--- src/rtl/shlm_pkg.sv ---
// Package for the sorted hit list merge/accumulate block.
// Holds the transaction structs, field widths and control structs between front and back.
// No dependencies.
package shlm_pkg;

   localparam int ID_W         = 32;
   localparam int ENERGY_W     = 32;
   localparam int EXTRA_W      = 64;
   localparam int CNT_W        = 6;   // holds a list count up to 63
   localparam int MAX_HITS_DEF = 32;
   localparam int EXTRA_BITS_DEF = 64;

   localparam logic [1:0] MODE_LOAD_A = 2'd0;
   localparam logic [1:0] MODE_LOAD_B = 2'd1;
   localparam logic [1:0] MODE_END    = 2'd2;

   typedef struct packed {
      logic [1:0]                 mode;
      logic [ID_W-1:0]            hit_id;
      logic signed [ENERGY_W-1:0] hit_energy;
      logic [EXTRA_W-1:0]         extra_features;
   } req_type;

   typedef struct packed {
      logic [ID_W-1:0]            merged_id;
      logic signed [ENERGY_W-1:0] energy_first;
      logic signed [ENERGY_W-1:0] energy_second;
      logic [EXTRA_W-1:0]         merged_extra;
      logic                       last_of_event;
      logic                       empty_event;
      logic                       overflowed;
   } rsp_type;

   // event hand-off from front to back
   typedef struct packed {
      logic             valid;
      logic [CNT_W-1:0] count_a;
      logic [CNT_W-1:0] count_b;
      logic             overflow;
   } evt_type;

   // back status toward front
   typedef struct packed {
      logic ack;
      logic done;
      logic idle;
   } bk_stat_type;

endpackage

--- src/rtl/shlm_front.sv ---
// Front of the merge block: accepts load and end-of-event transactions, writes list RAMs,
// keeps counts and overflow, hands events to the back. Depends on shlm_pkg.
module shlm_front #(
   parameter int MAX_HITS   = shlm_pkg::MAX_HITS_DEF,
   parameter int EXTRA_BITS = shlm_pkg::EXTRA_BITS_DEF,
   localparam int AW = (MAX_HITS > 1) ? $clog2(MAX_HITS) : 1,
   localparam int EW = shlm_pkg::ID_W + shlm_pkg::ENERGY_W + EXTRA_BITS
) (
   input  logic                  clock,
   input  logic                  reset,
   input  logic                  push,
   output logic                  full,
   input  shlm_pkg::req_type     req_data,
   output logic                  we_a,
   output logic                  we_b,
   output logic [AW-1:0]         waddr,
   output logic [EW-1:0]         wdata,
   output shlm_pkg::evt_type     evt,
   input  shlm_pkg::bk_stat_type bk_stat
);

   localparam logic [shlm_pkg::CNT_W-1:0] MaxCnt = shlm_pkg::CNT_W'(MAX_HITS);

   logic [shlm_pkg::CNT_W-1:0] cnt_a_ff, cnt_a_in, cnt_b_ff, cnt_b_in;
   logic                       ovf_ff, ovf_in;
   logic                       lock_ff, lock_in;
   shlm_pkg::evt_type          evt_ff, evt_in;
   logic                       accept;

   assign full   = lock_ff;
   assign accept = push && !lock_ff;
   assign evt    = evt_ff;
   assign wdata  = {req_data.hit_id, req_data.hit_energy,
                    req_data.extra_features[EXTRA_BITS-1:0]};
   assign waddr  = (req_data.mode == shlm_pkg::MODE_LOAD_A) ? cnt_a_ff[AW-1:0]
                                                            : cnt_b_ff[AW-1:0];
   assign we_a   = accept && req_data.mode == shlm_pkg::MODE_LOAD_A && cnt_a_ff < MaxCnt;
   assign we_b   = accept && req_data.mode == shlm_pkg::MODE_LOAD_B && cnt_b_ff < MaxCnt;

   always_comb begin
      cnt_a_in = cnt_a_ff;
      cnt_b_in = cnt_b_ff;
      ovf_in   = ovf_ff;
      lock_in  = lock_ff;
      evt_in   = evt_ff;
      if (bk_stat.ack) begin
         evt_in.valid = 1'b0;
      end
      if (bk_stat.done) begin
         lock_in = 1'b0;
      end
      if (accept) begin
         unique case (req_data.mode)
            shlm_pkg::MODE_LOAD_A: begin
               if (we_a) cnt_a_in = cnt_a_ff + 1'b1;
               else      ovf_in   = 1'b1;
            end
            shlm_pkg::MODE_LOAD_B: begin
               if (we_b) cnt_b_in = cnt_b_ff + 1'b1;
               else      ovf_in   = 1'b1;
            end
            shlm_pkg::MODE_END: begin
               // hand the event over and hold off loads until the merge is out
               evt_in   = '{valid: 1'b1, count_a: cnt_a_ff, count_b: cnt_b_ff,
                            overflow: ovf_ff};
               lock_in  = 1'b1;
               cnt_a_in = '0;
               cnt_b_in = '0;
               ovf_in   = 1'b0;
            end
            default: begin
            end
         endcase
      end
   end

   always_ff @(posedge clock) begin
      if (reset) begin
         cnt_a_ff <= '0;
         cnt_b_ff <= '0;
         ovf_ff   <= 1'b0;
         lock_ff  <= 1'b0;
         evt_ff   <= '0;
      end else begin
         cnt_a_ff <= cnt_a_in;
         cnt_b_ff <= cnt_b_in;
         ovf_ff   <= ovf_in;
         lock_ff  <= lock_in;
         evt_ff   <= evt_in;
      end
   end

endmodule

--- config.mk ---
export PLATFORM = sky130hd
export DESIGN_NAME = shlm_front
export DESIGN_NICKNAME = d
export VERILOG_FILES = /design/src/rtl/shlm_pkg.sv /design/src/rtl/shlm_front.sv
export SDC_FILE = /design/constraint.sdc
export NUM_CORES = 1
export LEC_CHECK = 0
export BUFFER_PORTS_ARGS = -buffer_cell sky130_fd_sc_hd__buf_4
export CAP_MARGIN = 20
export CELL_PAD_IN_SITES_DETAIL_PLACEMENT = 1
export CELL_PAD_IN_SITES_GLOBAL_PLACEMENT = 2
export CORE_MARGIN = 4
export CORE_UTILIZATION = 13
export CTS_CLUSTER_DIAMETER = 200
export DETAILED_ROUTE_END_ITERATION = 12
export GPL_TIMING_DRIVEN = 0
export PLACE_DENSITY = 0.89
export RECOVER_POWER = 100
export SLEW_MARGIN = 20
export SYNTH_ARGS = -nofsm -noshare
export SYNTH_HDL_FRONTEND = slang
export SYNTH_SLANG_ARGS = --single-unit
--- constraint.sdc ---
create_clock -name clock -period 1.6 [get_ports clock]
set_input_delay 0.08 -clock clock [delete_from_list [all_inputs] [get_ports clock]]
set_output_delay 0.08 -clock clock [all_outputs]
set_load 0.02 [all_outputs]
==> metrics <==
register bit count reported by yosys 28; cells after synthesis 286; commonest non-fill, non-tap cell in the layout clkbuf_1; crit path max fanout 7; Setup violations, final 0; Worst EP arrival 1.76 ns; Reg-to-Reg End cnt_b_ff[5]; outcome completed; crit-path cells or3b_4 -> or4_1 -> a21oi_1; 1st-pass router iterations 4; YS warnings 0; Post-Syn Area 2270 µm²; DRC errors left 0; fmax 634 MHz; Root Driver clkbuf_16; launching point of the worst reg2reg path cnt_b_ff[5]; Hold Path Class in2reg; Final nets 584; end of the worst hold path full; grt met2 use 14.5%; busiest grt layer met2; Syn Area/Cell 7.95 µm²; crit-path max cell delay 0.53 ns; Seq/Total Area, Yosys 24.6%; r2r setup slk 0.02 ns; WP data required 1.78 ns; RSZ-0062 raised after global routing true; Clk pin slew, worst setup/hold paths 0.07 ns; placed instance area 3730 µm²; worst hold margin 0.0659 ns; VDD IR max 0.333 mV; post-route setup slack 0.0233 ns; CTS sink cnt 28; total gr overflow 0; met1 Resource Use GR 8.37%; largest net degree at the start of global routing 17; final-report max-slew violation count 0; min Tclk post-route 1.58 ns; # hold bufs at CTS 0; H-tree Lvls 1; IO Pins 286; hold depth 3; HP Start bk_stat[1]; CTS Buffer Depth 2; first-pass GRT wire length 12,400 µm; slowest CP cell or4_1; final instance area 3300 µm²; met3 usage 2.36%; worst rel slew slack 57.1%; DP Wirelength 7410 µm; layout cells sized above 1 36.2%; Yosys cell types 30; row count 48; Reg2Reg Depth 3; number of flops mapped to enable cells by yosys 0; period utilization 98.5%; clock latency on the worst-skew pair 0.26 ns; most frequent cells in the layout clkbuf_1 (149), buf_4 (140), nand2_1 (31), dfxtp_1 (26), a21oi_1 (24); RePlAce Congestion 0.709; CP Launch Type flip-flop; leakage power 1.34 nW; I/O Buffers 156; Chip Height 140 µm; placed cells 667; Worst setup EP type flip-flop; clock skew 0.00399 ns; dpl ws -0.157 ns; routed wire length 8560 µm; post-route insts no fill 670; Mapped Nets 424; initial antenna violation count 0; Num CTS Buffers 3; layout overhead on the synthesized area 45.2%; vias 2,342; starting density of the core 13.2%; Slew @ Worst Pin 0.644 ns; CTS tree built; Hold Fails Final Rpt 0; Tot GR Track Use 7.61%; Antenna diodes 0; Crit Path Category reg2reg; post-route ant nets 0; Die Area 19,700 µm²; routed length per instance 12.8 µm; share of flip-flops with an asynchronous set or reset 0%; initial drt markers 77; power density cells 660 nW/µm²; vias per inst 3.50; DIE WIDTH 140 µm; number of global-route vias before repair 2,354; max cap viols 0; placeable core area 17,200 µm²; commonest register cell after synthesis dfxtp_1
-- where the power goes --
group	switching (mW)	total (mW)	leakage [nW]	internal, mW
Sequential	0.0101	0.714	0.227	0.704
Clock	0.254	0.753	0.0511	0.499
Combinational	0.401	0.712	1.06	0.311
-- how the worst max path moves through the flow --
| stage | startpoint | end | slack, ns | depth (start not counted) |
|---|---|---|---|---|
| CTS | cnt_b_ff[5] | cnt_b_ff[5] | 0.007 | 3 |
| floorplan | full | cnt_a_ff[1] | 0.04 | 4 |
| finish | cnt_b_ff[5] | cnt_b_ff[5] | 0.02 | 3 |
| global placement | full | evt[10] | -0.13 | 5 |
| global route | full | cnt_b_ff[5] | -0.01 | 4 |
| detailed placement | full | evt[11] | -0.16 | 5 |
-- worst max-delay path: cells and delay by family, from the launching register on --
| kind | cells | cell delay [ns] |
|---|---|---|
| AOI/OAI and AO/OA | 1 | 0.18 |
| and+or+nand+nor | 2 | 0.96 |
| DFF | 1 | 0.36 |
-- layout make-up --
cell class	instances	area [µm²]
fill	2188	13900
buffer	137	1000
multi-input combinational	114	688
timing repair buffer	158	642
sequential	28	566
tap	225	282
clock buffer	3	75.1
clock inverter	1	30.0
inverter	4	15.0
-- synth_stat cells (2+ instances only) --
cell type	n	area, µm²
nand3_1	6	30.0
buf_4	128	961
a21oi_1	24	120
nand2b_1	5	31.3
buf_6	2	22.5
nor3_1	3	15.0
mux2_2	5	56.3
o21ai_0	3	15.0
clkbuf_1	10	37.5
inv_1	4	15.0
ha_1	2	25.0
nand2_1	31	116
or3_1	5	31.3
mux2i_1	3	30.0
or4_1	4	30.0
nor2_1	4	15.0
o31ai_1	3	22.5
o21a_1	3	22.5
dfxtp_1	28	561
a211oi_1	3	22.5
-- flip-flops by register name, summed over array words and instances (netlist names) --
register,count
full,1
ovf_ff,1
cnt_b_ff,6
cnt_a_ff,6
evt,14
-- what timing repair did --
action / in CTS / in global routing
resized for setup: 5 / 3
pin swaps: 1 / 2
buffers inserted: 1 / 1
endpoints found under the setup margin: 16 / 8
endpoints found under the hold margin: 0 / 0
-- cell families after synthesis --
family | Yosys count | share of synthesized area (%)
fa+ha+maj | 2 | 1.10
compound gates | 38 | 9.68
mux | 8 | 3.80
simple gates | 66 | 15.2
flops | 28 | 24.6
buf+inv | 144 | 45.5
-- stage by stage --
step	utilization (%)	TNS, ns	power (mW)
after floorplan	-	0	1.28
after global placement	21.6	-1.26	1.59
after detailed placement	21.6	-1.59	1.60
after CTS	22.2	0	2.36
after global routing	19.2	-0.0144	2.29
final	19.2	0	2.18
-- per-layer routing --
metal / part of all wire (%) / wire length [µm]
met2: 54 / 4620
met1: 34 / 2910
met3: 12 / 1010
met5: 0 / 0
met4: 0.33 / 28
(Power assumes the default switching activity.)
