[src/rtl/shlm_ram.sv]
// Generic single-write, single-read RAM with registered read data.
// No dependencies.
module shlm_ram #(
   parameter int WIDTH = 8,
   parameter int DEPTH = 32,
   localparam int AW = (DEPTH > 1) ? $clog2(DEPTH) : 1
) (
   input  logic             clock,
   input  logic             we,
   input  logic [AW-1:0]    waddr,
   input  logic [WIDTH-1:0] wdata,
   input  logic [AW-1:0]    raddr,
   output logic [WIDTH-1:0] rdata
);

   logic [WIDTH-1:0] mem [DEPTH];
   logic [WIDTH-1:0] rdata_ff;

   always_ff @(posedge clock) begin
      if (we) begin
         mem[waddr] <= wdata;
      end
      rdata_ff <= mem[raddr];
   end

   assign rdata = rdata_ff;

endmodule

[config.mk]
export PLATFORM = sky130hd
export DESIGN_NAME = shlm_ram
export DESIGN_NICKNAME = d
export VERILOG_FILES = /design/src/rtl/shlm_ram.sv
export SDC_FILE = /design/constraint.sdc
export NUM_CORES = 1
export LEC_CHECK = 0
export BUFFER_PORTS_ARGS = -buffer_cell sky130_fd_sc_hd__buf_2
export CORE_MARGIN = 2
export CORE_UTILIZATION = 55
export CTS_CLUSTER_SIZE = 20
export DETAILED_ROUTE_END_ITERATION = 8
export PLACE_DENSITY = 0.69
export SETUP_SLACK_MARGIN = 0.1
export SYNTH_ARGS = -nofsm -noshare
export SYNTH_HDL_FRONTEND = slang
export SYNTH_SLANG_ARGS = --single-unit
[constraint.sdc]
create_clock -name clock -period 2.73 [get_ports clock]
set_input_delay 0.546 -clock clock [delete_from_list [all_inputs] [get_ports clock]]
set_output_delay 0.546 -clock clock [all_outputs]
set_load 0.1 [all_outputs]
==> results.py, run 1 <==
metrics = {
    "outcome": {
        "run_status": "completed",
    },
    "clock_tree": {
        "cts-hold-fix-buffers": 0,
        "cts-htree-levels": 1,
        "total_clock_buffers_created_by_cts": 26,
        "clockBufferDepth": 3,
        "tritoncts_num_sinks": 264,
        "clk_slew_on_worst_s_h_paths_ns": 0.06,
        "clock_insertion_delay_worst_skew_ns": 0.52,
        "post_cts.repair.setup_buffers": 0,
        "cts.repair.resized": 0,
        "cts.root.buffer_cell": "clkbuf_16",
        "cts_tree": "yes",
    },
    "layout": {
        "final_common_cell": "edfxtp_1",
        "design.final.nets": 512,
        "fillers": 1164,
        "antennaDiodeCount": 0,
        "syn2layout_area_growth_pct": 15.6,
        "final_core_utilization_pct": 64.7,
        "drive_gt1_share_pct": 38.4,
        "most-common-layout-cells": "256 x edfxtp_1, 80 x mux4_2, 34 x buf_4, 33 x nor2_1, 27 x clkbuf_16",
    },
    "global_routing": {
        "grt_pass1_wl_mm": 30.8,
        "grt_pass1_vias": 4659,
        "grt_start_max_net_pins": 35,
        "grt-ovfl-total": 0,
        "track_usage_pct": 22.0,
        "number_of_antenna_violations_at_the_first_check_in_global_routing": 0,
    },
    "yosys": {
        "syn-mean-instance-area_um2": 24.1,
        "synth_cell_type_count": 15,
        "synth.cell_area_mm2": 0.0101,
        "yosysWarnings": 0,
        "synth.yosys.seq_area_share_pct": 78.1,
        "synth_fp_nets": 437,
        "syn-instance-count": 417,
        "synth.ff_latch_count": 264,
    },
    "routing": {
        "postRouteWirelength_mm": 20.6,
        "detailed_route_drc_error_count": 0,
        "detail-route-antenna-nets": 0,
        "dr.pass1.iters": 6,
        "num_vias": 4642,
        "drt-vias-per-instance": 6.27,
        "drtIter0Drc": 475,
        "detailed_route_wire_length_per_cell_um": 27.8,
    },
    "power_and_ir_drop": {
        "power_frac_seq_pct": 52.5,
        "total_switching_power_w": 0.00177,
        "swShare_pct": 20.6,
        "p_leak_nw": 3.74,
        "power.share.clock_pct": 41.1,
        "comb_power_share_pct": 6.4,
        "intPower_w": 0.00685,
        "power.density_cell_area_mw_per_mm2": 742,
        "power.ir.vdd_worst_mv": 0.757,
    },
    "timing": {
        "fmax_mhz": 509,
        "tightestPinTransition_ns": 0.610,
        "timing.final.max_slew_violations": 0,
        "setup-tns-final_ns": 0,
        "post-route-min-period_ns": 1.97,
        "final_min_period_over_clock_period_pct": 72.0,
        "skew_ns": 0.00939,
        "grt_setup_unrepaired": "false",
        "setup_viol_count_final": 0,
        "slew_headroom_pct": 59.3,
        "hold_viol_final": 0,
    },
    "worst_hold_path": {
        "min-delay-path-class": "in2reg",
    },
    "die": {
        "die_footprint_mm2": 0.0194,
        "die_w_um": 139,
        "floorplan.initialDensity_pct": 56.0,
        "fp-row-count": 49,
        "pin_count": 28,
        "placeableCoreArea_mm2": 0.0180,
        "die_h_um": 139,
    },
    "setup_path": {
        "cp-end-kind": "flip-flop",
        "timing.setup.critical_path_class": "in2reg",
        "timing.critical_path.arrival_ns": 2.37,
        "critPathMaxFanout": 19,
        "cp.required_ns": 3.13,
        "critPathLaunchType": "primary input",
    },
    "flow_run": {
        "drv_cap": 0,
    },
    "placement": {
        "detailed_placement_wirelength_estimate_mm": 12.6,
        "routabilityCongestion": 0.830,
        "port_buffers": 27,
    },
}
-- area by class of cell --
| class | count | area, um2 | area share [%] |
|---|---|---|---|
| clock inverters | 11 | 130 | 1.12 |
| multi-input cells | 133 | 2100 | 18.1 |
| well taps | 229 | 287 | 2.47 |
| flip-flops and latches | 264 | 7850 | 67.5 |
| repair buffers | 67 | 526 | 4.52 |
| clock buffers | 36 | 729 | 6.28 |
-- metal layers --
layer	vias up	global-route usage, %	part of all wire, %
met4	0	4.84	1.3
met1	2474	34.0	43
met5	-	0	0
li1	1924	-	-
met2	223	33.6	48
met3	21	4.11	8.4
-- path summary, 6_finish.rpt --
check,from,to,slack (ns),depth (start not counted)
setup reg to reg,mem[13][5]$_DFFE_PP_,rdata[5]$_DFF_P_,0.90,3
setup / recovery,raddr[0],rdata[7]$_DFF_P_,0.76,5
hold / removal,raddr[3],rdata[4]$_DFF_P_,0.49,2
hold reg to reg,mem[16][4]$_DFFE_PP_,rdata[4]$_DFF_P_,0.91,3
-- logic make-up (layout without fill, tap and decap cells) --
logic type / after synthesis / count (layout) / synth area share, %
buf+inv: 20 / 114 / 1.06
flops: 264 / 264 / 78.1
mux: 88 / 88 / 18.8
simple gates: 45 / 45 / 2.07
-- sequential cells by signal, indices dropped and copies added, names as in the netlist --
signal,count
mem,256
rdata,8
-- power by group through the flow --
stage               clock [W]  combinational, W  sequential, W
finish                0.00354          0.000549        0.00453
detailed placement          0          0.000555        0.00461
floorplan                   0          0.000240        0.00473
CTS                   0.00360          0.000557        0.00453
global placement            0          0.000546        0.00461
global route          0.00375          0.000581        0.00453
-- cells in the mapped netlist --
| library cell | count | area (um2) |
|---|---|---|
| buf_1 | 6 | 22.5 |
| buf_2 | 1 | 5.00 |
| buf_4 | 6 | 45.0 |
| buf_6 | 1 | 11.3 |
| clkbuf_1 | 6 | 22.5 |
| dfxtp_1 | 8 | 160 |
| edfxtp_1 | 256 | 7690 |
| mux2_2 | 8 | 90.1 |
| mux4_2 | 80 | 1800 |
| nand2_1 | 1 | 3.75 |
| nand3_1 | 2 | 10.0 |
| nand3b_1 | 5 | 37.5 |
| nor2_1 | 33 | 124 |
| or3_1 | 1 | 6.26 |
| or3b_2 | 3 | 26.3 |
-- metrics by stage --
stage | power, W | worst slack [ns] | std cells | instance area [um2] | hold slack, ns
CTS | 0.00869 | 0.756 | 740 | 11600 | 0.488
global placement | 0.00516 | 0.222 | 693 | 10800 | 0.883
finish | 0.00862 | 0.764 | 740 | 11600 | 0.489
detailed placement | 0.00517 | 0.227 | 693 | 10800 | 0.892
floorplan | 0.00497 | 0.382 | 417 | 10100 | 0.645
global route | 0.00886 | 0.715 | 740 | 11600 | 0.481
-- worst max-delay path: stages --
cell and delay [ns]:
buf_4 0.20, buf_12 0.23, mux4_2 0.53, mux4_2 0.54, mux2_2 0.30
Note: power is estimated with default switching activity, not from simulation.
==> run 2, diff against run 1 <==
- ABC_AREA: default -> 1
- clock period: 2.73 -> 1.88 ns (I/O delays scaled with it)
==> run 2 against run 1 <==
  * Non-clock buffer count up 11
  * Flip-flop and latch count unchanged
  * Synthesized area up 7.3%
  * Total power up 45%
  * Register-to-register slack worse by 0.19 ns
  * Global-route usage up 2.2 points
  * Largest power group unchanged
==> results.py, run 2 <==
metrics = {
    "routing": {
        "postRouteWirelength_mm": 24.6,
        "num_vias": 7078,
        "dr.pass1.iters": 5,
        "detail-route-antenna-nets": 0,
        "drt-vias-per-instance": 5.62,
        "detailed_route_wire_length_per_cell_um": 19.5,
        "drtIter0Drc": 775,
        "detailed_route_drc_error_count": 0,
    },
    "yosys": {
        "synth_adder_area_share_pct": 0,
        "synth_cell_type_count": 12,
        "synth.largest_area_cell": "edfxtp_1",
        "synthesized_area_fraction_occupied_by_xor_and_xnor_cells_pct": 0,
        "synth.yosys.seq_area_share_pct": 72.8,
        "synth_top_cells_by_area": "edfxtp_1 71%, nand2_1 13%, nand3_1 9.5%, buf_6 2.5%, dfxtp_1 1.5%",
        "syn-instance-count": 922,
        "area_share_of_and_or_nand_nor_cells_after_synthesis_pct": 23.1,
        "synth-edff-count": 256,
        "synthArstFlopShare_pct": 0,
        "syn-mean-instance-area_um2": 11.7,
        "synthFlopType": "edfxtp_1",
        "largest_family_of_logic_cells_by_synthesized_area": "simple AND/OR/NAND/NOR gates",
        "post-synth-top-area-fraction_pct": 71.3,
        "share_of_cell_area_taken_by_muxes_after_synthesis_pct": 0,
        "yosysWarnings": 0,
        "synth.cell_area_mm2": 0.0108,
        "most_common_cell_in_the_netlist": "nand2_1",
        "synth-compound-area-share_pct": 0,
        "synth_fp_nets": 942,
        "synth.ff_latch_count": 264,
        "synthTopCellsByCount": "360 x nand2_1, 256 x edfxtp_1, 204 x nand3_1",
    },
    "die": {
        "floorplan.initialDensity_pct": 55.8,
        "pin_count": 28,
        "placeableCoreArea_mm2": 0.0193,
        "die_h_um": 144,
        "fp-row-count": 51,
        "die_w_um": 144,
        "die_footprint_mm2": 0.0207,
    },
    "worst_hold_path": {
        "hp-start": "wdata[1]",
        "min-delay-path-class": "in2reg",
    },
    "layout": {
        "syn2layout_area_growth_pct": 13.1,
        "largest_register_ffs": 256,
        "finalInstanceArea_mm2": 0.0122,
        "drive_gt1_share_pct": 11.9,
        "largest-register": "mem",
        "antennaDiodeCount": 0,
        "final_common_cell": "nand2_1",
        "fillers": 1521,
        "design.final.nets": 996,
        "final-instance-count-excl-fill": 1259,
        "most-common-layout-cells": "360 x nand2_1, 256 x edfxtp_1, 204 x nand3_1, 40 x buf_4, 32 x nor2_1",
    },
    "global_routing": {
        "track_usage_pct": 24.2,
        "grt_pass1_wl_mm": 37.2,
        "grt_start_max_net_pins": 71,
        "grt-ovfl-total": 0,
        "number_of_antenna_violations_at_the_first_check_in_global_routing": 0,
        "grt_pass1_vias": 6602,
    },
    "setup_path": {
        "critical_path_buf_inv_count": 1,
        "critPathLaunchType": "flip-flop",
        "critical_path_startpoint": "rdata[5]$_DFF_P_",
        "cp-end-kind": "output port",
        "reg2reg_slack_ns": 0.71,
        "critPathMaxFanout": 1,
        "timing.setup.critical_path_class": "reg2out",
        "timing.critical_path.arrival_ns": 1.38,
        "cp_slowest_cell": "buf_2",
        "cp.required_ns": 1.50,
        "timing.critical_path.cells": "buf_2",
        "reg2reg_from": "mem[7][3]$_DFFE_PP_",
        "timing.critical_path.max_delay_family": "buffers and inverters",
        "peak_per_stage_delay_on_the_critical_path_ns": 0.46,
    },
    "clock_tree": {
        "cts-htree-levels": 1,
        "clockBufferDepth": 3,
        "clk_slew_on_worst_s_h_paths_ns": 0.06,
        "tritoncts_num_sinks": 264,
        "clock_insertion_delay_worst_skew_ns": 0.53,
        "cts-hold-fix-buffers": 0,
        "total_clock_buffers_created_by_cts": 26,
        "cts_tree": "yes",
        "cts.root.buffer_cell": "clkbuf_16",
    },
    "timing": {
        "timing.final.max_slew_violations": 0,
        "hold_viol_final": 0,
        "final_min_period_over_clock_period_pct": 93.2,
        "post-route-min-period_ns": 1.75,
        "setup-tns-final_ns": 0,
        "grt_setup_unrepaired": "false",
        "tightestPinTransition_ns": 0.690,
        "slew_headroom_pct": 54.0,
        "fmax_mhz": 570,
        "setup_viol_count_final": 0,
        "skew_ns": 0.0180,
    },
    "placement": {
        "routabilityCongestion": 0.831,
        "dpl.cell_count": 1213,
        "placed_cell_area_mm2": 0.0114,
        "detailed_placement_wirelength_estimate_mm": 14.5,
        "port_buffers": 27,
    },
    "power_and_ir_drop": {
        "power.ir.vdd_worst_mv": 0.769,
        "power.density_cell_area_mw_per_mm2": 1020,
        "p_leak_nw": 4.61,
    },
    "flow_run": {
        "drv_cap": 0,
    },
    "outcome": {
        "run_status": "completed",
    },
}
-- run 2: cell types whose count changed after synthesis, sizes merged, moves of 5 or more --
cell	before	now
nand3b	5	0
mux2	8	0
inv	0	10
buf	14	45
nand2	1	360
mux4	80	0
nand3	2	204
-- run 2: power by group --
part | internal [W] | switching [W]
registers | 0.00654 | 0.0000290
clock network | 0.00288 | 0.00210
logic | 0.000242 | 0.000716
total | 0.00966 | 0.00284
-- run 2: layout make-up --
type | instances | area (um2) | area share (%)
clock inverter | 14 | 126 | 1.04
tap | 265 | 332 | 2.72
timing repair buffer | 78 | 673 | 5.52
clock buffer | 32 | 693 | 5.68
multi-input combinational | 596 | 2490 | 20.4
sequential | 264 | 7850 | 64.3
inverter | 10 | 40.0 | 0.328
-- run 2: worst register-to-register path, cell delays in order (launching register included) --
cell and delay [ns]:
edfxtp_1 0.36, nand2_1 0.07, nand3_1 0.11, nand3_1 0.10, nand2_1 0.07, nand2_1 0.09, nand2_1 0.08, nand2_1 0.11
nand2_1 0.08
-- run 2: path summary, 6_finish.rpt --
| check | cells past startpoint | end |
|---|---|---|
| max | 1 | rdata[5] |
| min | 1 | mem[29][1]$_DFFE_PP_ |
| max reg2reg | 8 | rdata[3]$_DFF_P_ |
| min reg2reg | 8 | rdata[6]$_DFF_P_ |
-- run 2: layer usage --
layer  track usage (%)  wire (um)  vias up
met4              7.28        566        0
met3              3.77       2040       54
li1                  -          -     3309
met1              35.2      10400     3394
met5                 0          0        -
met2              38.1      11600      321
-- run 2: metrics by stage --
| step | utilization [%] | worst slack (ns) | total power, W | hold WS [ns] |
|---|---|---|---|---|
| floorplan | - | 0.470 | 0.00731 | 0.475 |
| finish | 63.1 | 0.127 | 0.0125 | 0.147 |
| detailed placement | 58.9 | 0.215 | 0.00764 | 0.694 |
| CTS | 63.1 | 0.108 | 0.0126 | 0.136 |
| global placement | 58.9 | 0.174 | 0.00763 | 0.676 |
| global route | 63.1 | 0.112 | 0.0129 | 0.159 |
-- run 2: cell families (layout without fill, tap and decap cells) --
kind of cell  after synthesis  after routing
flops                     264            264
simple gates              596            596
buf+inv                    62            134
-- run 2: what timing repair did --
item                       4_1_cts  5_1_grt
gates resized for setup          0        1
setup buffers                    0        0
setup endpoints to repair        0        1
==> run 3, diff against run 2 <==
- GPL_TIMING_DRIVEN: default -> 0
==> run 3 against run 2 <==
  * Sequential power barely moved
  * Wire length up 7.2%
  * Final cell count rose by 0.16%
  * Global-route usage increased by 1.9 points
  * Via count decreased by 1.0%
  * First-iteration DRC count increased by 7.6%
  * Utilization down 0.48 points
  * Critical path depth rose by 9
  * Clock power is 4.4% higher
==> results.py, run 3 (same netlist as run 2, synthesis figures left out) <==
metrics = {
    "timing": {
        "final_min_period_over_clock_period_pct": 90.6,
        "hold_viol_final": 0,
        "skew_ns": 0.0155,
        "fmax_mhz": 587,
        "setup_viol_count_final": 0,
        "tightestPinTransition_ns": 1.00,
        "timing.final.max_slew_violations": 0,
        "slew_headroom_pct": 33.0,
        "setup-tns-final_ns": 0,
        "grt_setup_unrepaired": "false",
        "post-route-min-period_ns": 1.70,
    },
    "die": {
        "floorplan.initialDensity_pct": 55.8,
        "die_footprint_mm2": 0.0207,
        "placeableCoreArea_mm2": 0.0193,
        "die_h_um": 144,
        "die_w_um": 144,
        "pin_count": 28,
        "fp-row-count": 51,
    },
    "setup_path": {
        "timing.setup.critical_path_class": "in2reg",
        "reg2reg_slack_ns": 0.63,
        "timing.critical_path.cells": "buf_2, inv_2, buf_1, nand3_1, nand3_1, nand2_1, nand2_1, nand2_1, nand2_1, nand2_1",
        "worst_path_most_repeated_cell": "nand2_1",
        "peak_per_stage_delay_on_the_critical_path_ns": 0.55,
        "critical_path.reg2reg.endpoint": "rdata[7]$_DFF_P_",
        "critical_path_buf_inv_count": 3,
        "reg2reg_from": "mem[5][7]$_DFFE_PP_",
        "worst-r2r-cell-count": 8,
        "timing.critical_path.arrival_ns": 2.10,
        "cp-end-kind": "flip-flop",
        "cp_slowest_cell": "buf_1",
        "critPathLaunchType": "primary input",
        "critPathMaxFanout": 10,
        "timing.critical_path.max_delay_family": "buffers and inverters",
        "cp.required_ns": 2.27,
    },
    "routing": {
        "num_vias": 7006,
        "detailed_route_drc_error_count": 0,
        "postRouteWirelength_mm": 26.3,
        "drt-vias-per-instance": 5.56,
        "detailed_route_wire_length_per_cell_um": 20.9,
        "detail-route-antenna-nets": 0,
        "drtIter0Drc": 834,
        "dr.pass1.iters": 5,
    },
    "flow_run": {
        "drv_cap": 0,
    },
    "placement": {
        "dpl.cell_count": 1211,
        "port_buffers": 24,
        "routabilityCongestion": 0.890,
        "detailed_placement_wirelength_estimate_mm": 17.0,
    },
    "worst_hold_path": {
        "hp-start": "raddr[4]",
        "min-delay-path-class": "in2reg",
        "timing.hold.worst_path_depth": 3,
        "whs_endpoint": "rdata[0]$_DFF_P_",
    },
    "layout": {
        "most-common-layout-cells": "360 x nand2_1, 256 x edfxtp_1, 204 x nand3_1, 39 x buf_2, 32 x nor2_1",
        "final-instance-count-excl-fill": 1261,
        "largest_register_ffs": 256,
        "largest-register": "mem",
        "design.final.nets": 995,
        "syn2layout_area_growth_pct": 12.3,
        "final_common_cell": "nand2_1",
        "drive_gt1_share_pct": 11.1,
    },
    "power_and_ir_drop": {
        "power.ir.vdd_worst_mv": 0.755,
        "power_frac_seq_pct": 51.4,
        "total_switching_power_w": 0.00290,
        "swShare_pct": 22.7,
        "power.share.clock_pct": 40.7,
        "comb_power_share_pct": 7.9,
        "intPower_w": 0.00986,
        "p_leak_nw": 4.52,
        "power.density_cell_area_mw_per_mm2": 1050,
    },
    "outcome": {
        "run_status": "completed",
    },
    "clock_tree": {
        "cts.root.buffer_cell": "clkbuf_16",
        "clk_slew_on_worst_s_h_paths_ns": 0.06,
        "total_clock_buffers_created_by_cts": 27,
        "cts.repair.resized": 0,
        "clock_insertion_delay_worst_skew_ns": 0.53,
        "cts-hold-fix-buffers": 0,
        "tritoncts_num_sinks": 264,
        "clockBufferDepth": 3,
        "cts-htree-levels": 1,
        "post_cts.repair.setup_buffers": 0,
        "cts_tree": "yes",
    },
    "global_routing": {
        "grt_start_max_net_pins": 33,
        "grt_pass1_wl_mm": 38.6,
        "grt_pass1_vias": 6463,
        "number_of_antenna_violations_at_the_first_check_in_global_routing": 1,
        "track_usage_pct": 26.1,
        "grt-ovfl-total": 0,
    },
}
-- run 3: cell count changes in the layout (fill, tap and decap cells not counted), moves of 2 or more --
cell,change
buf_6,+24
clkbuf_1,+7
buf_1,+2
buf_4,-36
clkinvlp_4,+3
buf_2,+14
buf_12,-12
-- run 3: worst max path at each step --
| stage | startpoint | end | slack, ns | cells past startpoint |
|---|---|---|---|---|
| 2_1_floorplan | waddr[0] | mem[0][0]$_DFFE_PP_ | 0.47 | 3 |
| 3_5_place_dp | raddr[1] | rdata[7]$_DFF_P_ | -0.26 | 10 |
| 4_1_cts | rdata[0]$_DFF_P_ | rdata[0] | 0.24 | 1 |
| 6_report | raddr[1] | rdata[7]$_DFF_P_ | 0.18 | 10 |
| 5_1_grt | raddr[1] | rdata[7]$_DFF_P_ | 0.15 | 10 |
| 3_3_place_gp | raddr[1] | rdata[7]$_DFF_P_ | -0.27 | 10 |
-- run 3: layout make-up --
class	count	area (um2)
buffer	52	409
tap	265	332
clock buffer	32	704
timing repair buffer	24	120
antenna	1	2.50
clock inverter	17	166
fill	1483	7220
multi-input combinational	596	2490
sequential	264	7850
inverter	10	37.5
-- run 3: stage by stage --
step / hold WS [ns] / worst slack [ns] / total power, W / area (um2) / util (%)
after global routing: 0.307 / 0.145 / 0.0131 / 12100 / 62.6
after CTS: 0.264 / 0.244 / 0.0128 / 12100 / 62.6
final: 0.290 / 0.177 / 0.0128 / 12100 / 62.6
after detailed placement: 0.784 / -0.262 / 0.00768 / 11200 / 58.1
after global placement: 0.788 / -0.265 / 0.00767 / 11200 / 58.1
after floorplan: 0.475 / 0.470 / 0.00731 / 10800 / -
-- run 3: power groups by stage --
stage / logic (W) / clock network (W) / registers (W)
2_1_floorplan: 0.000471 / 0 / 0.00684
3_3_place_gp: 0.000984 / 0 / 0.00668
3_5_place_dp: 0.000992 / 0 / 0.00668
4_1_cts: 0.000995 / 0.00525 / 0.00656
5_1_grt: 0.00108 / 0.00547 / 0.00657
6_report: 0.00100 / 0.00520 / 0.00656
-- run 3: layer usage --
metal	wire length [um]	share of wire (%)	up-vias	GRT usage, %
li1	-	-	3308	-
met5	0	0	-	0
met1	10900	41	3257	39.3
met2	11800	45	378	37.9
met4	812	3.1	0	8.98
met3	2850	11	63	5.70
-- run 3: tightest hold or removal path, cell delays in order --
cell,delay (ns)
clkbuf_1,0.17
nand2_1,0.13
nand2_1,0.08
