File: config.mk
export PLATFORM = sky130hd
export DESIGN_NAME = shlm_back
export DESIGN_NICKNAME = d
export VERILOG_FILES = /design/src/rtl/shlm_pkg.sv /design/src/rtl/shlm_back.sv
export SDC_FILE = /design/constraint.sdc
export NUM_CORES = 1
export LEC_CHECK = 0
export CORE_UTILIZATION = 43
export DETAILED_ROUTE_END_ITERATION = 16
export DONT_BUFFER_PORTS = 1
export GPL_TIMING_DRIVEN = 0
export PLACE_DENSITY = 0.62
export SKIP_CTS_REPAIR_TIMING = 1
export SYNTH_ARGS = -nofsm -noshare
export SYNTH_HDL_FRONTEND = slang
export SYNTH_SLANG_ARGS = --single-unit
File: constraint.sdc
create_clock -name clock -period 12.5 [get_ports clock]
set_input_delay 1.25 -clock clock [delete_from_list [all_inputs] [get_ports clock]]
set_output_delay 1.25 -clock clock [all_outputs]
set_load 0.02 [all_outputs]
File: src/rtl/shlm_pkg.sv
// Package for the sorted hit list merge/accumulate block.
// Holds the transaction structs, field widths and control structs between front and back.
// No dependencies.
package shlm_pkg;

   localparam int ID_W         = 32;
   localparam int ENERGY_W     = 32;
   localparam int EXTRA_W      = 64;
   localparam int CNT_W        = 6;   // holds a list count up to 63
   localparam int MAX_HITS_DEF = 32;
   localparam int EXTRA_BITS_DEF = 64;

   localparam logic [1:0] MODE_LOAD_A = 2'd0;
   localparam logic [1:0] MODE_LOAD_B = 2'd1;
   localparam logic [1:0] MODE_END    = 2'd2;

   typedef struct packed {
      logic [1:0]                 mode;
      logic [ID_W-1:0]            hit_id;
      logic signed [ENERGY_W-1:0] hit_energy;
      logic [EXTRA_W-1:0]         extra_features;
   } req_type;

   typedef struct packed {
      logic [ID_W-1:0]            merged_id;
      logic signed [ENERGY_W-1:0] energy_first;
      logic signed [ENERGY_W-1:0] energy_second;
      logic [EXTRA_W-1:0]         merged_extra;
      logic                       last_of_event;
      logic                       empty_event;
      logic                       overflowed;
   } rsp_type;

   // event hand-off from front to back
   typedef struct packed {
      logic             valid;
      logic [CNT_W-1:0] count_a;
      logic [CNT_W-1:0] count_b;
      logic             overflow;
   } evt_type;

   // back status toward front
   typedef struct packed {
      logic ack;
      logic done;
      logic idle;
   } bk_stat_type;

endpackage

File: src/rtl/shlm_back.sv
// Back of the merge block: two-pointer merge over the list RAMs, folds equal ids,
// saturating accumulation and the result register. Depends on shlm_pkg.
module shlm_back #(
   parameter int MAX_HITS   = shlm_pkg::MAX_HITS_DEF,
   parameter int EXTRA_BITS = shlm_pkg::EXTRA_BITS_DEF,
   localparam int AW = (MAX_HITS > 1) ? $clog2(MAX_HITS) : 1,
   localparam int EW = shlm_pkg::ID_W + shlm_pkg::ENERGY_W + EXTRA_BITS
) (
   input  logic                  clock,
   input  logic                  reset,
   input  logic                  separate,
   input  shlm_pkg::evt_type     evt,
   output shlm_pkg::bk_stat_type bk_stat,
   output logic [AW-1:0]         raddr_a,
   output logic [AW-1:0]         raddr_b,
   input  logic [EW-1:0]         rdata_a,
   input  logic [EW-1:0]         rdata_b,
   output logic                  empty,
   input  logic                  pop,
   output shlm_pkg::rsp_type     rsp_data
);

   localparam logic [1:0] ST_IDLE  = 2'd0;
   localparam logic [1:0] ST_READ  = 2'd1;
   localparam logic [1:0] ST_CMP   = 2'd2;
   localparam logic [1:0] ST_FLUSH = 2'd3;

   localparam int XL = EXTRA_BITS;
   localparam int EL = XL;
   localparam int IL = XL + shlm_pkg::ENERGY_W;

   typedef logic signed [shlm_pkg::ENERGY_W-1:0] nrg_type;

   function automatic nrg_type sat_add(nrg_type a, nrg_type b);
      logic signed [shlm_pkg::ENERGY_W:0] s;
      s = {a[shlm_pkg::ENERGY_W-1], a} + {b[shlm_pkg::ENERGY_W-1], b};
      if (s[shlm_pkg::ENERGY_W] != s[shlm_pkg::ENERGY_W-1]) begin
         sat_add = s[shlm_pkg::ENERGY_W] ? {1'b1, {(shlm_pkg::ENERGY_W-1){1'b0}}}
                                         : {1'b0, {(shlm_pkg::ENERGY_W-1){1'b1}}};
      end else begin
         sat_add = s[shlm_pkg::ENERGY_W-1:0];
      end
   endfunction

   logic [1:0]                 state_ff, state_in;
   logic [shlm_pkg::CNT_W-1:0] ia_ff, ia_in, ib_ff, ib_in, ca_ff, ca_in, cb_ff, cb_in;
   logic                       ovf_ff, ovf_in;
   logic                       pend_b_ff, pend_b_in;
   logic                       cur_v_ff, cur_v_in;
   shlm_pkg::rsp_type          cur_ff, cur_in;
   logic                       rsp_v_ff, rsp_v_in;
   shlm_pkg::rsp_type          rsp_ff, rsp_in;

   logic [shlm_pkg::ID_W-1:0]  ida, idb, hid;
   nrg_type                    ea, eb, he;
   logic [shlm_pkg::EXTRA_W-1:0] hx;
   logic                       a_done, b_done, take_b, equal, fold, col2, out_free;

   assign ida = rdata_a[EW-1:IL];
   assign idb = rdata_b[EW-1:IL];
   assign ea  = rdata_a[IL-1:EL];
   assign eb  = rdata_b[IL-1:EL];
   assign raddr_a = ia_ff[AW-1:0];
   assign raddr_b = ib_ff[AW-1:0];

   assign a_done   = ia_ff == ca_ff;
   assign b_done   = ib_ff == cb_ff;
   assign equal    = !pend_b_ff && !a_done && !b_done && ida == idb;
   assign take_b   = pend_b_ff || a_done || (!b_done && idb < ida);
   assign hid      = take_b ? idb : ida;
   assign he       = take_b ? eb : ea;
   assign hx       = take_b ? shlm_pkg::EXTRA_W'(rdata_b[XL-1:0])
                            : shlm_pkg::EXTRA_W'(rdata_a[XL-1:0]);
   assign fold     = cur_v_ff && cur_ff.merged_id == hid;
   assign col2     = separate && take_b;
   assign out_free = !rsp_v_ff || pop;

   assign empty    = !rsp_v_ff;
   assign rsp_data = rsp_ff;
   assign bk_stat  = '{ack: state_ff == ST_IDLE && evt.valid,
                       done: state_ff == ST_FLUSH && out_free,
                       idle: state_ff == ST_IDLE};

   always_comb begin
      state_in  = state_ff;
      ia_in     = ia_ff;
      ib_in     = ib_ff;
      ca_in     = ca_ff;
      cb_in     = cb_ff;
      ovf_in    = ovf_ff;
      pend_b_in = pend_b_ff;
      cur_v_in  = cur_v_ff;
      cur_in    = cur_ff;
      rsp_v_in  = rsp_v_ff && !pop;
      rsp_in    = rsp_ff;
      unique case (state_ff)
         ST_IDLE: begin
            if (evt.valid) begin
               ca_in     = evt.count_a;
               cb_in     = evt.count_b;
               ovf_in    = evt.overflow;
               ia_in     = '0;
               ib_in     = '0;
               pend_b_in = 1'b0;
               cur_v_in  = 1'b0;
               state_in  = ST_READ;
            end
         end
         ST_READ: begin
            // addresses are out; data lands next cycle
            state_in = (a_done && b_done) ? ST_FLUSH : ST_CMP;
         end
         ST_CMP: begin
            if (fold) begin
               if (col2) cur_in.energy_second = sat_add(cur_ff.energy_second, he);
               else      cur_in.energy_first  = sat_add(cur_ff.energy_first, he);
            end
            if (fold || !cur_v_ff || out_free) begin
               if (!fold) begin
                  if (cur_v_ff) begin
                     rsp_v_in = 1'b1;
                     rsp_in   = cur_ff;
                  end
                  cur_v_in = 1'b1;
                  cur_in   = '{merged_id: hid,
                               energy_first: col2 ? '0 : he,
                               energy_second: col2 ? he : '0,
                               merged_extra: hx, last_of_event: 1'b0,
                               empty_event: 1'b0, overflowed: ovf_ff};
               end
               if (take_b) ib_in = ib_ff + 1'b1;
               else        ia_in = ia_ff + 1'b1;
               // equal ids: list B hit follows and folds into this one
               pend_b_in = equal;
               state_in  = ST_READ;
            end
         end
         ST_FLUSH: begin
            if (out_free) begin
               rsp_v_in = 1'b1;
               if (cur_v_ff) begin
                  rsp_in               = cur_ff;
                  rsp_in.last_of_event = 1'b1;
               end else begin
                  rsp_in = '{merged_id: '0, energy_first: '0, energy_second: '0,
                             merged_extra: '0, last_of_event: 1'b1,
                             empty_event: 1'b1, overflowed: ovf_ff};
               end
               cur_v_in = 1'b0;
               state_in = ST_IDLE;
            end
         end
         default: state_in = ST_IDLE;
      endcase
   end

   always_ff @(posedge clock) begin
      if (reset) begin
         state_ff  <= ST_IDLE;
         pend_b_ff <= 1'b0;
         cur_v_ff  <= 1'b0;
         rsp_v_ff  <= 1'b0;
      end else begin
         state_ff  <= state_in;
         pend_b_ff <= pend_b_in;
         cur_v_ff  <= cur_v_in;
         rsp_v_ff  <= rsp_v_in;
      end
      ia_ff  <= ia_in;
      ib_ff  <= ib_in;
      ca_ff  <= ca_in;
      cb_ff  <= cb_in;
      ovf_ff <= ovf_in;
      cur_ff <= cur_in;
      rsp_ff <= rsp_in;
   end

endmodule

==> metrics.md, run 1 <==
| Metric | Value |
|---|---|
| Routed WL per cell | 24.3 um |
| Layout Nets | 2466 |
| Slew at the pin closest to its max-slew limit | 1.26 ns |
| Slowest-stage cell, CP | clkbuf_1 |
| Crit path from | rdata_a[118] |
| Distinct cells, synth | 76 |
| Worst hold path class | reg2reg |
| Clock tree root buffer cell | clkbuf_16 |
| CP Class | in2reg |
| Overflow after GRT | 0 |
| Setup TNS | 0 ns |
| EDFF count, synth | 349 |
| Worst setup SP type | input port |
| CTS tree | yes |
| Mapped Area | 20600 sq um |
| Top Ports | 451 |
| Psw | 0.992 mW |
| Post-synth top flop | edfxtp_1 |
| Yosys top cell area share | 50.8% |
| CTS buffer count | 41 |
| Seq cells post-synth | 354 |
| Clock Latency Late Sink | 0.57 ns |
| Initial core utilization | 43.9% |
| Share of cells above drive strength 1 | 6.27% |
| Syn Area/Cell | 10.1 sq um |
| R2R Setup Slk | 3.03 ns |
| Clock transition at path regs | 0.06 ns |
| CP max stage delay | 0.77 ns |
| Period minus WS final | 10.13 ns |
| Max frequency | 0.0987 GHz |
| H-tree depth | 2 |
| Synth area leader | edfxtp_1 |
| GP Congestion | 0.923 |
| Std-Cell Rows | 79 |
| Internal power | 2.33 mW |
| Chip height | 221 um |
| Critical Path AT | 10.57 ns |
| Storage cell area | 10600 sq um |
| Clock power share | 36.5% |
| Die ar. | 48800 sq um |
| Vias per cell | 5.84 |
| Worst r2r src | ib_ff[0] |
| Sink Count | 354 |
| DR DRC count | 0 |
| Area delta synth->final | 11.4% |
| Max-slew violation count | 0 |
| Setup crit end kind | flip-flop |
| Most used cell, CP | clkbuf_1 |
| Hold Slack | 0.448 ns |
| Asr flop ratio synth | 0% |
| FF-to-FF End | cur_ff[77] |
| Fillers | 4332 |
| Seq/Total Area, Yosys | 51.3% |
| I/O Buffers | 0 |
| Final worst-path cycle share | 81.0% |
| Sequential power share | 41.6% |
| R2r worst-path depth | 30 |
| Syn_nets | 2412 |
| Clock buffer depth | 3 |
| First-pass GRT wire length | 97.3 mm |
| Via Count | 15946 |
| PwrDens | 145 nW/um^2 |
| Final clock skew | 0.0180 ns |
| Setup Viol. Count Final | 0 |
| DP HPWL | 50.5 mm |
| All-Layer GR Usage | 26.6% |
| Synth Instances | 2034 |
| Worst slew margin | 15.5% |
| Combinational share of power | 21.9% |
| Final Routed Wirelength | 66.4 mm |
| Drt first pass iters | 6 |
| Highest net fanout along the worst path | 10 |
| Endpoints failing hold | 0 |
| MaxCap Viol Count | 0 |
| Final core occ | 48.9% |
| Crit path to | cur_ff[77] |
| Initial antenna violation count | 2 |
| Largest net degree at the start of global routing | 52 |
| Tot Pwr | 3.33 mW |
| Sw frac | 29.8% |
| Synth top area cells | edfxtp_1 (51%), nand2_1 (8.4%), ha_1 (6.2%) |
| Vias in the first global route | 15238 |
| VDD IR-drop max | 0.0929 mV |
| CP required | 12.94 ns |
| Run status | completed |
| CORE AREA | 47000 sq um |
| Warnings, synthesis | 0 |
| Starting DRT DRC Count | 1424 |
| Multi-input gate area | 9310 sq um |
| Die W | 221 um |
| RSZ-0062 raised after global routing | false |
| Antenna viol nets, final | 0 |
| Pleak | 8.98 nW |
-- synth_stat cells (7+ instances only) --
library cell / n
and4_1: 7
o21a_1: 10
nand4_1: 32
a221o_1: 13
xnor2_1: 57
or3_1: 17
xor2_1: 58
buf_2: 11
nor2_1: 71
clkbuf_1: 66
and2_0: 8
a22oi_1: 27
o211ai_1: 14
o2bb2ai_1: 8
o21ai_1: 7
inv_1: 61
a21oi_1: 95
nand2_1: 460
o21bai_1: 7
mux2i_1: 13
edfxtp_1: 349
nor3_1: 11
nand2b_1: 18
a211oi_1: 10
nor4_1: 7
and3_1: 8
or2_2: 8
nand3_1: 36
ha_1: 102
o221ai_1: 12
buf_4: 15
o21ai_0: 103
and2_1: 166
a21o_1: 52
-- state kept, by name, indices dropped and copies added (netlist names) --
signal	count
ca_ff	6
cb_ff	6
cur_ff	161
cur_v_ff	1
ia_ff	6
ib_ff	6
ovf_ff	1
pend_b_ff	1
rsp_data	163
rsp_v_ff	1
state_ff	2
-- cells by family after synthesis --
family,share of synthesized area [%]
buffers and inverters,3.57
multiplexers,0.631
AO/OA/AOI/OAI,13.3
flip-flops,51.3
adder cells (fa/ha/maj),6.39
AND/OR/NAND/NOR,19.9
XOR/XNOR,4.89
-- per-layer routing --
metal  track usage (%)  share of wire (%)  vias up
met5                 0                  0        -
met4              12.1                4.8        0
met3              6.23                8.5      155
met2              42.7                 46      810
met1              34.0                 41     7594
li1                  -                  -     7387
-- power groups by stage --
stage          logic (mW)  clock network (mW)  registers (mW)
2_1_floorplan       0.516                   0            1.40
3_3_place_gp        0.695                   0            1.42
3_5_place_dp        0.713                   0            1.41
4_1_cts             0.719                1.24            1.38
5_1_grt             0.800                1.28            1.39
6_report            0.729                1.21            1.38
-- critical path: cells and delay by family --
kind | cells | cell delay [ns]
XOR/XNOR | 1 | 0.09
buffers and inverters | 8 | 3.32
AO/OA/AOI/OAI | 14 | 3.31
AND/OR/NAND/NOR | 6 | 1.52
adder cells (fa/ha/maj) | 3 | 1.06
-- layout by cell type, fill, tap and decap left out, types with 57 or more instances in the layout --
cell type / count
nor2_1: 68
nand2_1: 460
clkbuf_1: 75
edfxtp_1: 349
xnor2_1: 57
xor2_1: 58
and2_1: 166
inv_1: 60
a21oi_1: 95
o21ai_0: 103
ha_1: 102
-- cell type report --
| class | instances | area share (%) |
|---|---|---|
| Antenna cell | 2 | 0.0218 |
| Tap cell | 607 | 3.31 |
| Inverter | 63 | 1.04 |
| Buffer | 104 | 2.17 |
| Multi-Input combinational cell | 1513 | 40.6 |
| Timing Repair Buffer | 11 | 0.981 |
| Sequential cell | 354 | 46.1 |
| Clock buffer | 53 | 4.89 |
| Clock inverter | 23 | 0.948 |
-- per-stage QoR --
stage                     cells  instance area, sq um  setup slack (ns)
after global routing       2729                 23000              2.08
after detailed placement   2652                 21600              1.99
after floorplan            2034                 20600              1.50
after CTS                  2728                 23000              2.51
final                      2730                 23000              2.37
after global placement     2641                 21400             -2.44
-- worst min path at each step --
stage,startpoint,end,cells past startpoint
2_1_floorplan,ovf_ff,cur_ff[0],0
3_3_place_gp,ovf_ff,cur_ff[0],0
3_5_place_dp,ovf_ff,cur_ff[0],0
4_1_cts,ovf_ff,cur_ff[0],0
5_1_grt,ovf_ff,cur_ff[0],0
6_report,ovf_ff,cur_ff[0],0
No activity file was read; power rests on OpenSTA's default activity.
==> inputs of run 2 (changes only) <==
Clock period 12.5 ns to 10.6 ns, I/O delays scaled along.
==> metrics.md, run 2 (synthesis gave the netlist of run 1 again) <==
| Metric | Value |
|---|---|
| Area delta synth->final | 11.0% |
| Storage cell area | 10600 sq um |
| R2R Setup Slk | 1.23 ns |
| Finished Cell Area | 22900 sq um |
| First-pass GRT wire length | 96.9 mm |
| Clock buffer depth | 3 |
| Die W | 221 um |
| Final worst-path cycle share | 92.7% |
| Max reg flops | 163 |
| Clock tree root buffer cell | clkbuf_16 |
| Max-slew violation count | 0 |
| DP HPWL | 50.2 mm |
| Vias per cell | 5.79 |
| Fillers | 4308 |
| Setup Viol. Count Final | 0 |
| CORE AREA | 47000 sq um |
| Highest net fanout along the worst path | 10 |
| Layout Nets | 2465 |
| VDD IR-drop max | 0.0939 mV |
| Most common cell after layout, fill and taps aside | nand2_1 |
| DR DRC count | 0 |
| Commonest cells after routing, fill and taps aside | nand2_1 (460), edfxtp_1 (349), and2_1 (166) |
| Die ar. | 48800 sq um |
| Chip height | 221 um |
| Routed WL per cell | 24.2 um |
| Final Routed Wirelength | 65.9 mm |
| Clock Latency Late Sink | 0.57 ns |
| PwrDens | 169 nW/um^2 |
| Largest net degree at the start of global routing | 60 |
| Most used cell, CP | clkbuf_1 |
| Endpoints failing hold | 0 |
| CTS buffer count | 41 |
| Top Ports | 451 |
| MaxCap Viol Count | 0 |
| Multi-input gate area | 9310 sq um |
| CP Class | in2reg |
| Initial antenna violation count | 3 |
| Sink Count | 354 |
| Slew at the pin closest to its max-slew limit | 1.36 ns |
| I/O Buffers | 0 |
| Tot Pwr | 3.86 mW |
| Critical Path AT | 10.27 ns |
| Worst hold path class | reg2reg |
| Placed cell areas | 21600 sq um |
| All-Layer GR Usage | 26.4% |
| Drt first pass iters | 7 |
| Run status | completed |
| RSZ-0062 raised after global routing | false |
| Final clock skew | 0.0214 ns |
| Setup crit end kind | flip-flop |
| Via Count | 15802 |
| H-tree depth | 2 |
| Final core occ | 48.7% |
| Std-Cell Rows | 79 |
| Pleak | 8.94 nW |
| Hold Slack | 0.462 ns |
| GP Congestion | 0.942 |
| Share of cells above drive strength 1 | 6.52% |
| Clock transition at path regs | 0.06 ns |
| Period minus WS final | 9.83 ns |
| CP max stage delay | 0.94 ns |
| Worst setup SP type | input port |
| Overflow after GRT | 0 |
| Initial core utilization | 43.9% |
| CTS tree | yes |
| Max frequency | 0.102 GHz |
| Starting DRT DRC Count | 1258 |
| Antenna viol nets, final | 0 |
| Vias in the first global route | 15378 |
| Worst slew margin | 9.18% |
| Slowest-stage cell, CP | nor2_1 |
| CP required | 11.04 ns |
[run 2: through the flow]
step | TNS [ns] | instances | setup WS [ns]
5_1_grt | 0 | 2726 | 0.258
2_1_floorplan | 0 | 2034 | 2.40
6_report | 0 | 2728 | 0.770
3_3_place_gp | -99.23 | 2641 | -0.728
4_1_cts | 0 | 2725 | 0.982
3_5_place_dp | 0 | 2651 | 0.446
[run 2: worst paths after layout]
kind / start / to / cells after the start
min reg2reg: ovf_ff / cur_ff[0] / 0
max reg2reg: ib_ff[4] / cur_ff[77] / 30
min: ovf_ff / cur_ff[0] / 0
max: rdata_a[110] / cur_ff[77] / 32
[run 2: final cells by class]
cell class                      instances  share of cell area (%)
Clock inverter                         25                   0.902
Sequential cell                       354                    46.2
Inverter                               63                    1.04
Buffer                                104                    2.18
Tap cell                              607                    3.32
Antenna cell                            3                  0.0328
Clock buffer                           49                    4.66
Multi-Input combinational cell       1513                    40.7
Timing Repair Buffer                   10                   0.919
[run 2: metal layers]
| metal | wire length (um) | vias to the layer above | global-route usage, % |
|---|---|---|---|
| met3 | 4820 | 147 | 5.48 |
| met4 | 3150 | 2 | 12.0 |
| li1 | - | 7366 | - |
| met2 | 30900 | 703 | 43.5 |
| met5 | 11 | - | 0 |
| met1 | 27100 | 7584 | 33.5 |
[run 2: power by group]
part,internal [mW],switching [mW]
combinational,0.308,0.550
clock,0.773,0.593
sequential,1.60,0.0341
[run 2: worst max-delay path: cells and delay by family]
| kind | cells | cell delay [ns] |
|---|---|---|
| AOI/OAI and AO/OA | 14 | 2.94 |
| and+or+nand+nor | 8 | 2.47 |
| xor gates and xnor gates | 1 | 0.09 |
| buffers and inverters | 6 | 2.64 |
| adders and majority gates | 3 | 1.05 |
==> inputs of run 3 (changes only) <==
Settings changed: RECOVER_POWER set to 50.
==> metrics.md, run 3 (synthesis gave the netlist of run 1 again) <==
| Metric | Value |
|---|---|
| FF-to-FF End | cur_ff[77] |
| Clock Latency Late Sink | 0.57 ns |
| Placed cell areas | 21600 sq um |
| I/O Buffers | 0 |
| First-pass GRT wire length | 96.9 mm |
| CTS tree | yes |
| Setup Viol. Count Final | 0 |
| CP max stage delay | 0.72 ns |
| Initial core utilization | 43.9% |
| Final Routed Wirelength | 65.9 mm |
| Overflow after GRT | 0 |
| Drt first pass iters | 6 |
| Fillers | 4320 |
| GP Congestion | 0.942 |
| All-Layer GR Usage | 26.4% |
| Final setup margin | 0.851 ns |
| Worst hold path class | reg2reg |
| Worst Min Path Start | ovf_ff |
| Pleak | 8.83 nW |
| R2R Setup Slk | 1.31 ns |
| Highest net fanout along the worst path | 10 |
| Setup crit end kind | flip-flop |
| Worst setup SP type | input port |
| Hold Crit Depth | 0 |
| Most common cell after layout, fill and taps aside | nand2_1 |
| Most used cell, CP | clkbuf_1 |
| RSZ-0062 raised after global routing | false |
| R2r worst-path depth | 30 |
| Setup TNS | 0 ns |
| MaxCap Viol Count | 1 |
| CP required | 11.04 ns |
| Period minus WS final | 9.75 ns |
| Share of cells above drive strength 1 | 5.90% |
| Clock tree root buffer cell | clkbuf_16 |
| CORE AREA | 47000 sq um |
| Critical Path AT | 10.18 ns |
| Final worst-path cycle share | 92.0% |
| CP Class | in2reg |
| Clock buffer depth | 3 |
| Sink Count | 354 |
| Layout Nets | 2465 |
| Vias in the first global route | 15378 |
| Endpoints failing hold | 0 |
| H-tree depth | 2 |
| Std-Cell Rows | 79 |
| Multi-input gate area | 9310 sq um |
| Top Ports | 451 |
| Placement Setup Slack | 0.446 ns |
| Starting DRT DRC Count | 1226 |
| Storage cell area | 10600 sq um |
| Slowest-stage cell, CP | clkbuf_1 |
| Max-slew violation count | 60 |
| PwrDens | 169 nW/um^2 |
| Die ar. | 48800 sq um |
| Area delta synth->final | 10.6% |
| Via Count | 15827 |
| Top delay family on crit path | buffers and inverters |
| Commonest cells after routing, fill and taps aside | nand2_1 (460), edfxtp_1 (349), and2_0 (111) |
| Run status | finished, violations left |
| Hold Crit Endpoint | cur_ff[0] |
| VDD IR-drop max | 0.0932 mV |
| CP Buf/Inv Count | 8 |
| Max reg flops | 163 |
| Violated checks | capacitance limit, slew limit |
| CTS buffer count | 41 |
| Largest net degree at the start of global routing | 60 |
| Worst slew margin | -162% |
| Antenna viol nets, final | 0 |
| DR DRC count | 0 |
| Clock transition at path regs | 0.06 ns |
| Max frequency | 0.103 GHz |
| Finished Cell Area | 22800 sq um |
| Chip height | 221 um |
| DP HPWL | 50.2 mm |
| Vias per cell | 5.80 |
| Die W | 221 um |
| Slew at the pin closest to its max-slew limit | 3.93 ns |
| Initial antenna violation count | 3 |
| Routed WL per cell | 24.1 um |
| Worst r2r src | ib_ff[4] |
| Final clock skew | 0.0226 ns |
## run 3: metrics by stage
step	util, %	hold slack [ns]	total power [mW]	cells
3_3_place_gp	45.5	0.439	2.49	2641
5_1_grt	48.6	0.472	4.02	2726
3_5_place_dp	46.0	0.450	2.50	2651
2_1_floorplan	-	0.426	2.26	2034
4_1_cts	48.7	0.464	3.88	2725
6_report	48.6	0.460	3.85	2728
## run 3: area by class of cell
| class | count | area share (%) |
|---|---|---|
| buffer | 104 | 2.02 |
| multi-input combinational | 1513 | 40.8 |
| timing repair buffer | 10 | 0.768 |
| clock inverter | 25 | 0.905 |
| tap | 607 | 3.33 |
| antenna | 3 | 0.0329 |
| clock buffer | 49 | 4.67 |
| inverter | 63 | 1.04 |
| sequential | 354 | 46.4 |
## run 3: worst reg2reg max path, delay by kind of cell, from the launching register on
family | cells | cell delay, ns
XOR/XNOR | 2 | 0.28
flip-flops | 1 | 0.46
buffers and inverters | 5 | 2.54
AND/OR/NAND/NOR | 8 | 2.50
adder cells (fa/ha/maj) | 2 | 0.74
AO/OA/AOI/OAI | 13 | 2.67
## run 3: power breakdown
group          switching, mW  internal [mW]
registers             0.0342           1.60
logic                  0.550          0.303
clock network          0.593          0.773
## run 3: how the worst max path moves through the flow
stage	startpoint	end	slack, ns	cells past startpoint
final	rdata_a[118]	cur_ff[77]	0.85	32
after global routing	rdata_a[110]	cur_ff[77]	0.26	32
after CTS	rdata_a[110]	cur_ff[77]	0.98	32
after detailed placement	rdata_a[110]	cur_ff[77]	0.45	32
after global placement	rdata_a[118]	cur_ff[65]	-0.73	16
after floorplan	rdata_a[103]	cur_ff[0]	2.40	16
## run 3: metal layers
layer | GRT usage (%) | share of wire (%) | vias to the layer above
met5 | 0 | 0.017 | -
met4 | 12.0 | 4.8 | 2
met3 | 5.48 | 7.7 | 150
met2 | 43.5 | 47 | 754
met1 | 33.5 | 41 | 7562
li1 | - | - | 7359
